## config.mk

```make
export PLATFORM = sky130hd
export DESIGN_NAME = order_preserving_dedup_flat
export DESIGN_NICKNAME = d
export VERILOG_FILES = /design/src/opd_pkg.sv /design/src/opd_if.sv /design/src/opd_ram.sv /design/src/opd_front.sv /design/src/opd_queue.sv /design/src/opd_back.sv /design/src/order_preserving_dedup.sv /design/src/flat_wrapper.sv
export SDC_FILE = /design/constraint.sdc
export NUM_CORES = 2
export LEC_CHECK = 0
export ABC_AREA = 1
export BUFFER_PORTS_ARGS = -buffer_cell sky130_fd_sc_hd__buf_2
export CORE_ASPECT_RATIO = 0.5
export CORE_UTILIZATION = 52
export CTS_CLUSTER_SIZE = 16
export DETAILED_ROUTE_END_ITERATION = 7
export PLACE_DENSITY = 0.72
export SYNTH_ARGS = -nofsm -noshare
export SYNTH_HDL_FRONTEND = slang
export SYNTH_MEMORY_MAX_BITS = 65536
export SYNTH_SLANG_ARGS = --single-unit
```

## constraint.sdc

```tcl
create_clock -name clk -period 3.59 [get_ports clk]
set_input_delay 0.359 -clock clk [delete_from_list [all_inputs] [get_ports clk]]
set_output_delay 0.359 -clock clk [all_outputs]
set_load 0.005 [all_outputs]
```

## src/opd_pkg.sv

```systemverilog
package opd_pkg;

  localparam int VALUE_W = 32;
  localparam int POS_W   = 7;

  typedef logic signed [VALUE_W-1:0] value_t;
  typedef logic [POS_W-1:0]          pos_t;

  // Work descriptor handed from the front end to the search engine.
  typedef struct packed {
    value_t value;
    logic   clear;   // empty the store before this value is searched
  } work_t;

endpackage

```

## src/opd_if.sv

```systemverilog
interface opd_in_if;
  logic                 valid;
  logic                 ready;
  opd_pkg::value_t      value;
  logic                 start_of_list;

  modport source (output valid, output value, output start_of_list, input ready);
  modport sink   (input valid, input value, input start_of_list, output ready);
endinterface

interface opd_out_if;
  logic                 valid;
  logic                 ready;
  opd_pkg::value_t      value_out;
  logic                 is_first;
  opd_pkg::pos_t        unique_position;
  logic                 overflow;

  modport source (output valid, output value_out, output is_first,
                  output unique_position, output overflow, input ready);
  modport sink   (input valid, input value_out, input is_first,
                  input unique_position, input overflow, output ready);
endinterface

```

## src/opd_ram.sv

```systemverilog
module opd_ram #(
  parameter int WIDTH = 32,
  parameter int DEPTH = 128
) (
  input  logic                     clk,
  input  logic                     we,
  input  logic [$clog2(DEPTH)-1:0] waddr,
  input  logic [WIDTH-1:0]         wdata,
  input  logic                     re,
  input  logic [$clog2(DEPTH)-1:0] raddr,
  output logic [WIDTH-1:0]         rdata
);

  logic [WIDTH-1:0] mem [DEPTH];

  always_ff @(posedge clk) begin
    if (we) begin
      mem[waddr] <= wdata;
    end
    if (re) begin
      rdata <= mem[raddr];
    end
  end

endmodule

```

## src/opd_front.sv

```systemverilog
// Input stage: takes transfers from the input channel and turns each into a
// work descriptor for the queue.
module opd_front (
  input  logic           clk,
  input  logic           rst,
  opd_in_if.sink         in_ch,
  output logic           push_valid,
  input  logic           push_ready,
  output opd_pkg::work_t push_data
);

  logic           hold_valid;
  opd_pkg::work_t hold;

  assign in_ch.ready = !rst && (!hold_valid || push_ready);
  assign push_valid  = hold_valid;
  assign push_data   = hold;

  always_ff @(posedge clk) begin
    if (rst) begin
      hold_valid <= 1'b0;
    end else if (in_ch.valid && in_ch.ready) begin
      hold_valid <= 1'b1;
    end else if (push_ready) begin
      hold_valid <= 1'b0;
    end
  end

  always_ff @(posedge clk) begin
    if (in_ch.valid && in_ch.ready) begin
      hold.value <= in_ch.value;
      hold.clear <= in_ch.start_of_list;
    end
  end

endmodule

```

## src/opd_queue.sv

```systemverilog
// Two-entry queue between the front end and the search engine.
module opd_queue (
  input  logic           clk,
  input  logic           rst,
  input  logic           push_valid,
  output logic           push_ready,
  input  opd_pkg::work_t push_data,
  output logic           pop_valid,
  input  logic           pop_ready,
  output opd_pkg::work_t pop_data
);

  opd_pkg::work_t slots [2];
  logic           wr_ptr;
  logic           rd_ptr;
  logic [1:0]     fill;
  logic           do_push;
  logic           do_pop;

  assign push_ready = (fill != 2'd2);
  assign pop_valid  = (fill != 2'd0);
  assign pop_data   = slots[rd_ptr];
  assign do_push    = push_valid && push_ready;
  assign do_pop     = pop_valid && pop_ready;

  always_ff @(posedge clk) begin
    if (rst) begin
      wr_ptr <= 1'b0;
      rd_ptr <= 1'b0;
      fill   <= 2'd0;
    end else begin
      if (do_push) begin
        wr_ptr <= !wr_ptr;
      end
      if (do_pop) begin
        rd_ptr <= !rd_ptr;
      end
      if (do_push && !do_pop) begin
        fill <= fill + 2'd1;
      end else if (do_pop && !do_push) begin
        fill <= fill - 2'd1;
      end
    end
  end

  always_ff @(posedge clk) begin
    if (do_push) begin
      slots[wr_ptr] <= push_data;
    end
  end

endmodule

```

## src/opd_back.sv

```systemverilog
// Search engine: scans the distinct store one entry per cycle through the
// RAM read port, then appends or reports and loads the output register.
module opd_back #(
  parameter int CAPACITY = 128
) (
  input  logic           clk,
  input  logic           rst,
  input  logic           q_valid,
  output logic           q_ready,
  input  opd_pkg::work_t q_data,
  opd_out_if.source      out_ch
);

  localparam int IDX_W = $clog2(CAPACITY);
  localparam int CNT_W = IDX_W + 1;

  typedef enum logic [2:0] {
    ST_IDLE   = 3'b001,
    ST_SCAN   = 3'b010,
    ST_FINISH = 3'b100
  } state_t;

  state_t                       state;
  logic [CNT_W-1:0]             count;
  opd_pkg::work_t               cur;
  logic [CNT_W-1:0]             issue_idx;
  logic                         cmp_valid;
  logic [IDX_W-1:0]             cmp_idx;
  logic                         found;
  logic [IDX_W-1:0]             hit_idx;

  logic                         out_valid;
  opd_pkg::value_t              out_value;
  logic                         out_first;
  opd_pkg::pos_t                out_pos;
  logic                         out_ovf;

  logic [opd_pkg::VALUE_W-1:0]  rdata;
  logic                         out_free;
  logic                         match;
  logic                         last;
  logic                         rd_en;
  logic                         full;
  logic                         wr_en;

  assign out_free = !out_valid || out_ch.ready;
  assign q_ready  = (state == ST_IDLE);
  assign match    = cmp_valid && (rdata == cur.value);
  assign last     = cmp_valid && (({1'b0, cmp_idx} + CNT_W'(1)) == count);
  assign rd_en    = (state == ST_SCAN) && (issue_idx < count) && !match;
  assign full     = (count == CNT_W'(CAPACITY));
  assign wr_en    = (state == ST_FINISH) && out_free && !found && !full;

  opd_ram #(
    .WIDTH (opd_pkg::VALUE_W),
    .DEPTH (CAPACITY)
  ) u_store (
    .clk   (clk),
    .we    (wr_en),
    .waddr (count[IDX_W-1:0]),
    .wdata (cur.value),
    .re    (rd_en),
    .raddr (issue_idx[IDX_W-1:0]),
    .rdata (rdata)
  );

  always_ff @(posedge clk) begin
    if (rst) begin
      state     <= ST_IDLE;
      count     <= '0;
      cmp_valid <= 1'b0;
      out_valid <= 1'b0;
    end else begin
      if (out_valid && out_ch.ready && !((state == ST_FINISH) && out_free)) begin
        out_valid <= 1'b0;
      end
      case (state)
        ST_IDLE: begin
          if (q_valid) begin
            cmp_valid <= 1'b0;
            found     <= 1'b0;
            issue_idx <= '0;
            cur       <= q_data;
            if (q_data.clear) begin
              count <= '0;
            end
            if (q_data.clear || (count == '0)) begin
              state <= ST_FINISH;
            end else begin
              state <= ST_SCAN;
            end
          end
        end
        ST_SCAN: begin
          cmp_valid <= rd_en;
          cmp_idx   <= issue_idx[IDX_W-1:0];
          if (rd_en) begin
            issue_idx <= issue_idx + CNT_W'(1);
          end
          if (match) begin
            found   <= 1'b1;
            hit_idx <= cmp_idx;
            state   <= ST_FINISH;
          end else if (last) begin
            state <= ST_FINISH;
          end
        end
        ST_FINISH: begin
          cmp_valid <= 1'b0;
          if (out_free) begin
            out_valid <= 1'b1;
            out_value <= cur.value;
            out_first <= !found && !full;
            out_ovf   <= !found && full;
            if (found) begin
              out_pos <= opd_pkg::POS_W'(hit_idx);
            end else if (full) begin
              out_pos <= '0;
            end else begin
              out_pos <= opd_pkg::POS_W'(count);
            end
            if (wr_en) begin
              count <= count + CNT_W'(1);
            end
            state <= ST_IDLE;
          end
        end
        default: begin
          state <= ST_IDLE;
        end
      endcase
    end
  end

  assign out_ch.valid           = out_valid;
  assign out_ch.value_out       = out_value;
  assign out_ch.is_first        = out_first;
  assign out_ch.unique_position = out_pos;
  assign out_ch.overflow        = out_ovf;

endmodule

```

## src/order_preserving_dedup.sv

```systemverilog
// Streaming duplicate removal that keeps the first occurrence of each signed
// 32-bit value, in order. Every input transfer yields exactly one output
// transfer: the value echoed back, is_first when it was appended to the store
// of distinct values, unique_position giving its place in the deduplicated
// list (or the place of its earlier occurrence for a repeat, low 7 bits only
// when CAPACITY exceeds 128), and overflow when the value is new but the
// store already holds CAPACITY values. A set start_of_list empties the store
// before its value is handled. The search engine takes one item at a time
// and scans the store RAM through its single read port, one entry per
// cycle, comparing a new value with every stored value and stopping at
// the first match for a repeat. An item with start_of_list set, or
// arriving on an empty store, skips the scan. A finished result waits
// while the output register is full. No clearing pass is needed after
// reset: only entries below the fill count are ever read.
module order_preserving_dedup #(
  parameter int CAPACITY = 128
) (
  input  logic      clk,
  input  logic      rst,
  opd_in_if.sink    in_ch,
  opd_out_if.source out_ch
);

  // Front end to queue.
  logic           push_valid;
  logic           push_ready;
  opd_pkg::work_t push_data;

  // Queue to search engine.
  logic           pop_valid;
  logic           pop_ready;
  opd_pkg::work_t pop_data;

  // The front end registers each input transfer into a work descriptor.
  opd_front u_front (
    .clk        (clk),
    .rst        (rst),
    .in_ch      (in_ch),
    .push_valid (push_valid),
    .push_ready (push_ready),
    .push_data  (push_data)
  );

  // The queue lets the input side keep taking transfers while the engine
  // scans the store.
  opd_queue u_queue (
    .clk        (clk),
    .rst        (rst),
    .push_valid (push_valid),
    .push_ready (push_ready),
    .push_data  (push_data),
    .pop_valid  (pop_valid),
    .pop_ready  (pop_ready),
    .pop_data   (pop_data)
  );

  // The engine owns the store and the fill count, and its output register
  // holds a finished result until the sink takes it.
  opd_back #(
    .CAPACITY (CAPACITY)
  ) u_back (
    .clk     (clk),
    .rst     (rst),
    .q_valid (pop_valid),
    .q_ready (pop_ready),
    .q_data  (pop_data),
    .out_ch  (out_ch)
  );

endmodule

```

## src/flat_wrapper.sv

```systemverilog
// flat-port wrapper written by rule: the top's interface ports become plain ports
module order_preserving_dedup_flat 
#(
  parameter int CAPACITY = 128
)
  (clk, rst, in_ch_valid, in_ch_value, in_ch_start_of_list, in_ch_ready, out_ch_valid, out_ch_value_out, out_ch_is_first, out_ch_unique_position, out_ch_overflow, out_ch_ready);
  opd_in_if in_ch_i ();
  opd_out_if out_ch_i ();
  input  logic clk;
  input  logic rst;
  input wire logic [$bits(in_ch_i.valid)-1:0] in_ch_valid;
  input wire logic [$bits(in_ch_i.value)-1:0] in_ch_value;
  input wire logic [$bits(in_ch_i.start_of_list)-1:0] in_ch_start_of_list;
  output wire logic [$bits(in_ch_i.ready)-1:0] in_ch_ready;
  output wire logic [$bits(out_ch_i.valid)-1:0] out_ch_valid;
  output wire logic [$bits(out_ch_i.value_out)-1:0] out_ch_value_out;
  output wire logic [$bits(out_ch_i.is_first)-1:0] out_ch_is_first;
  output wire logic [$bits(out_ch_i.unique_position)-1:0] out_ch_unique_position;
  output wire logic [$bits(out_ch_i.overflow)-1:0] out_ch_overflow;
  input wire logic [$bits(out_ch_i.ready)-1:0] out_ch_ready;
  assign in_ch_i.valid = in_ch_valid;
  assign in_ch_i.value = in_ch_value;
  assign in_ch_i.start_of_list = in_ch_start_of_list;
  assign in_ch_ready = in_ch_i.ready;
  assign out_ch_valid = out_ch_i.valid;
  assign out_ch_value_out = out_ch_i.value_out;
  assign out_ch_is_first = out_ch_i.is_first;
  assign out_ch_unique_position = out_ch_i.unique_position;
  assign out_ch_overflow = out_ch_i.overflow;
  assign out_ch_i.ready = out_ch_ready;
  order_preserving_dedup #(.CAPACITY(CAPACITY)) u_core (.clk(clk), .rst(rst), .in_ch(in_ch_i), .out_ch(out_ch_i));
endmodule
```

==> flow_metrics.py <==
metrics = {
    "run_status": {
        "status": "finished, violations left",
        "violations": "capacitance limit",
    },
    "worst_setup_path": {
        "required_ps": 4400,
        "cpMostUsedCell": "nor2_1",
        "crit_arrival_ps": 4290,
        "r2r_cells": 13,
        "end_kind": "flip-flop",
        "cpPeakStageDelay_ps": 460,
        "cp_cell_sequence": "buf_12 > clkinv_8 > buf_12 > buf_12 > o21ai_0 > o22ai_1 > nor2_1 > nor2_1 > nor2_1 > nor2_2 > nor2_1 > buf_4 > nor2_1",
        "start_kind": "flip-flop",
        "crit_type": "flip-flop to flip-flop",
        "crit_path_top_delay_cell": "edfxtp_1",
        "rrSetupSlack_ps": 100,
        "crit_fanout": 50,
    },
    "detailed_routing": {
        "viasPerCell": 6.26,
        "wl_per_cell_um": 27.7,
        "detail-route-antenna-nets": 0,
        "drc_errors": 0,
        "totalWireLength_um": 501000,
        "first_iter_violations": 18900,
        "firstDrtPassIters": 6,
        "num_vias": 113000,
    },
    "clock_tree": {
        "cts_tree": "yes",
        "cts_buffers": 377,
        "cts.path.max_buffers": 4,
        "clk_latency_ps": 950,
        "clockRootBuffer": "clkbuf_16",
        "clk_pin_slew_worst_paths_ps": 60,
        "clock_sinks": 4342,
        "cts-htree-levels": 5,
    },
    "run": {
        "maxCapViolations": 1,
    },
    "final_layout": {
        "fin_nets": 13500,
        "drive_gt1_share_pct": 10.3,
        "areaGrowthSynthToFinish_pct": 13.4,
        "finalInstanceArea_mm2": 0.194,
        "fill_cells": 24100,
    },
    "timing": {
        "slew_viol_final": 0,
        "fin_crit_ps": 3490,
        "final-setup-viol-count": 0,
        "fin_hold_ws_ps": 52.0,
        "grt_setup_unrepaired": "false",
        "tns_ps": 0,
        "timing.final.crit_share_pct": 97.1,
        "worstMarginPinSlew_ps": 1470,
        "final_hold_viol_count": 0,
        "timing.fmax_mhz": 287,
        "fin_skew_ps": 45.5,
        "setup_ws_ps": 103,
        "relSlewSlack_pct": 1.35,
    },
    "floorplan": {
        "core_mm2": 0.326,
        "core.rowCount": 148,
        "fp.dieH_um": 407,
        "die-width_um": 813,
        "initial_core_util_pct": 52.4,
        "ios": 80,
        "die-area_mm2": 0.331,
    },
    "logic_synthesis": {
        "syn-mean-instance-area_um2": 12.9,
        "synth.ff_latch_count": 4342,
        "ys_types": 35,
        "synth.area.top_cells": "edfxtp_1 (76%), nor2_1 (6.4%), o21ai_0 (5.9%)",
        "yosysWarnings": 0,
        "synth_area_mm2": 0.171,
        "synth_seq_area_share_pct": 76.2,
        "synth_top_area_share_pct": 75.9,
        "yosys.area.top_type": "edfxtp_1",
        "synthCells": 13200,
        "synth_fp_nets": 13300,
    },
    "grt": {
        "grt_max_degree": 142,
        "grt_antenna_before_repair": 23,
        "globalRouteTotalUtil_pct": 29.4,
        "grt_pass1_wl_um": 717000,
        "grt_pass1_vias": 106000,
        "overflow": 0,
    },
    "worst_hold_path": {
        "whs_path_depth": 3,
        "hp-class": "input port to flip-flop",
    },
    "placement": {
        "postPlaceCellArea_mm2": 0.182,
        "place_ws_ps": -13.5,
        "finalWeightedCongestion": 0.950,
        "portBuffers": 79,
        "dp_hpwl_um": 287000,
    },
    "power": {
        "p_leak_uw": 0.0628,
        "ir_worst_vdd_uv": 443,
        "power_density_mw_per_mm2": 657,
    },
}
## final timing paths
kind | startpoint | to
min reg2reg | u_core.u_front.push_data[31] | u_core.u_queue.slots[1][31]
max reg2reg | u_core.u_back.issue_idx[0] | u_core.u_back.u_store.rdata[8]
max | u_core.u_back.issue_idx[0] | u_core.u_back.u_store.rdata[8]
min | rst | u_core.u_back.cmp_valid
## layout make-up
| cell class | count | area [µm²] | area share, % |
|---|---|---|---|
| Sequential cell | 4342 | 130000 | 67.2 |
| Multi-Input combinational cell | 7808 | 37400 | 19.3 |
| Clock buffer | 461 | 9960 | 5.14 |
| Timing Repair Buffer | 721 | 8220 | 4.24 |
| Tap cell | 4350 | 5440 | 2.81 |
| Clock inverter | 213 | 1870 | 0.967 |
| Inverter | 198 | 791 | 0.408 |
| Antenna cell | 5 | 12.5 | 0.00645 |
## state kept, by name (all words and copies together) (netlist names), 2 cells and up, named ones only
| name | count |
|---|---|
| u_core.u_back.cmp_idx | 7 |
| u_core.u_back.u_store.rdata | 32 |
| u_core.u_back.out_ch.unique_position | 7 |
| u_core.u_back.issue_idx | 8 |
| u_core.u_back.count | 8 |
| u_core.u_back.out_ch.value_out | 32 |
| u_core.u_back.u_store.mem | 4096 |
| u_core.u_back.hit_idx | 7 |
| u_core.u_queue.fill | 2 |
| u_core.u_back.cur | 32 |
| u_core.u_queue.slots | 66 |
| u_core.u_front.push_data | 33 |
| u_core.u_back.state | 3 |
## cells by family (layout without fill, tap and decap cells)
kind of cell	count (synthesis)	in the layout	synth area share, %
flops	4342	4342	76.2
xor+xnor	6	6	0.0307
other cells	0	5	0
buf+inv	1076	1593	2.60
mux	32	32	0.211
compound gates	3234	3234	10.5
fa+ha+maj	12	12	0.0878
simple gates	4524	4524	10.4
## report_power, final
group	switching, µW	total, µW	internal (µW)
clock	18300	40200	21900
sequential	388	58500	58100
combinational	21100	28700	7600
total	39800	127000	87600
## worst max-delay path: cells and delay by family, from the launching register on
kind                   cells  cell delay, ps
buffers and inverters      5            1180
AOI/OAI and AO/OA          2             250
DFF                        1             460
and+or+nand+nor            6            1360
## through the flow
step / util (%) / cells / power (µW)
floorplan: - / 13200 / 74800
global placement: 55.7 / 17400 / 86600
detailed placement: 55.7 / 17400 / 87100
CTS: 59.4 / 18100 / 127000
global route: 59.5 / 18100 / 131000
finish: 59.5 / 18100 / 127000
## metal layers
layer	up-vias	GRT usage (%)	wire [µm]
met3	1079	8.11	71900
met1	55900	42.6	191000
met4	14	11.3	21000
met5	-	0	105
met2	7552	42.7	217000
li1	48800	-	-
## layout by cell type (no fill, tap or decap), types with 4 or more instances in the layout
master | netlist | layout
a21oi_1 | 133 | 133
buf_12 | 0 | 233
buf_2 | 233 | 79
buf_4 | 28 | 373
bufinv_16 | 0 | 29
clkbuf_1 | 550 | 73
clkbuf_16 | 0 | 386
clkinv_1 | 6 | 81
clkinv_2 | 0 | 81
clkinv_4 | 0 | 4
clkinv_8 | 0 | 5
clkinvlp_4 | 0 | 9
dfxtp_1 | 19 | 19
diode_2 | 0 | 5
dlygate4sd3_1 | 0 | 36
edfxtp_1 | 4323 | 4323
ha_1 | 12 | 12
inv_1 | 187 | 185
inv_6 | 0 | 6
inv_8 | 0 | 5
mux2_2 | 32 | 32
nand2_1 | 1050 | 1048
nand3_1 | 494 | 488
nand3_4 | 0 | 5
nand3b_1 | 7 | 7
nand4_1 | 21 | 21
nor2_1 | 2913 | 2773
nor2_2 | 0 | 5
nor2_4 | 0 | 135
nor3_1 | 13 | 13
o211ai_1 | 427 | 427
o21ai_0 | 2014 | 2013
o21ai_1 | 119 | 120
o221ai_1 | 7 | 7
o22ai_1 | 524 | 524
or2_2 | 22 | 22
## Yosys cell counts
cell / n
a211oi_1: 3
a21oi_1: 133
a31oi_1: 3
and3b_1: 1
buf_1: 65
buf_2: 233
buf_4: 28
buf_6: 2
clkbuf_1: 550
clkinv_1: 6
dfxtp_1: 19
edfxtp_1: 4323
ha_1: 12
inv_1: 187
inv_2: 5
mux2_2: 32
nand2_1: 1050
nand3_1: 494
nand3b_1: 7
nand4_1: 21
nor2_1: 2913
nor3_1: 13
nor3b_1: 2
nor4_1: 1
o211a_1: 1
o211ai_1: 427
o21ai_0: 2014
o21ai_1: 119
o21bai_1: 2
o221ai_1: 7
o22ai_1: 524
o31ai_1: 1
or2_2: 22
xnor2_1: 3
xor2_1: 3
## repair_timing
| action | 4_1_cts | 5_1_grt |
|---|---|---|
| hold endpoints to repair | 35 | 0 |
| setup buffers | 0 | 0 |
| endpoints found under the setup margin | 1 | 5 |
| pin swaps | 0 | 0 |
| gates resized for setup | 1 | 5 |
| hold buffers | 36 | 0 |
Note: power is estimated with default switching activity, not from simulation.
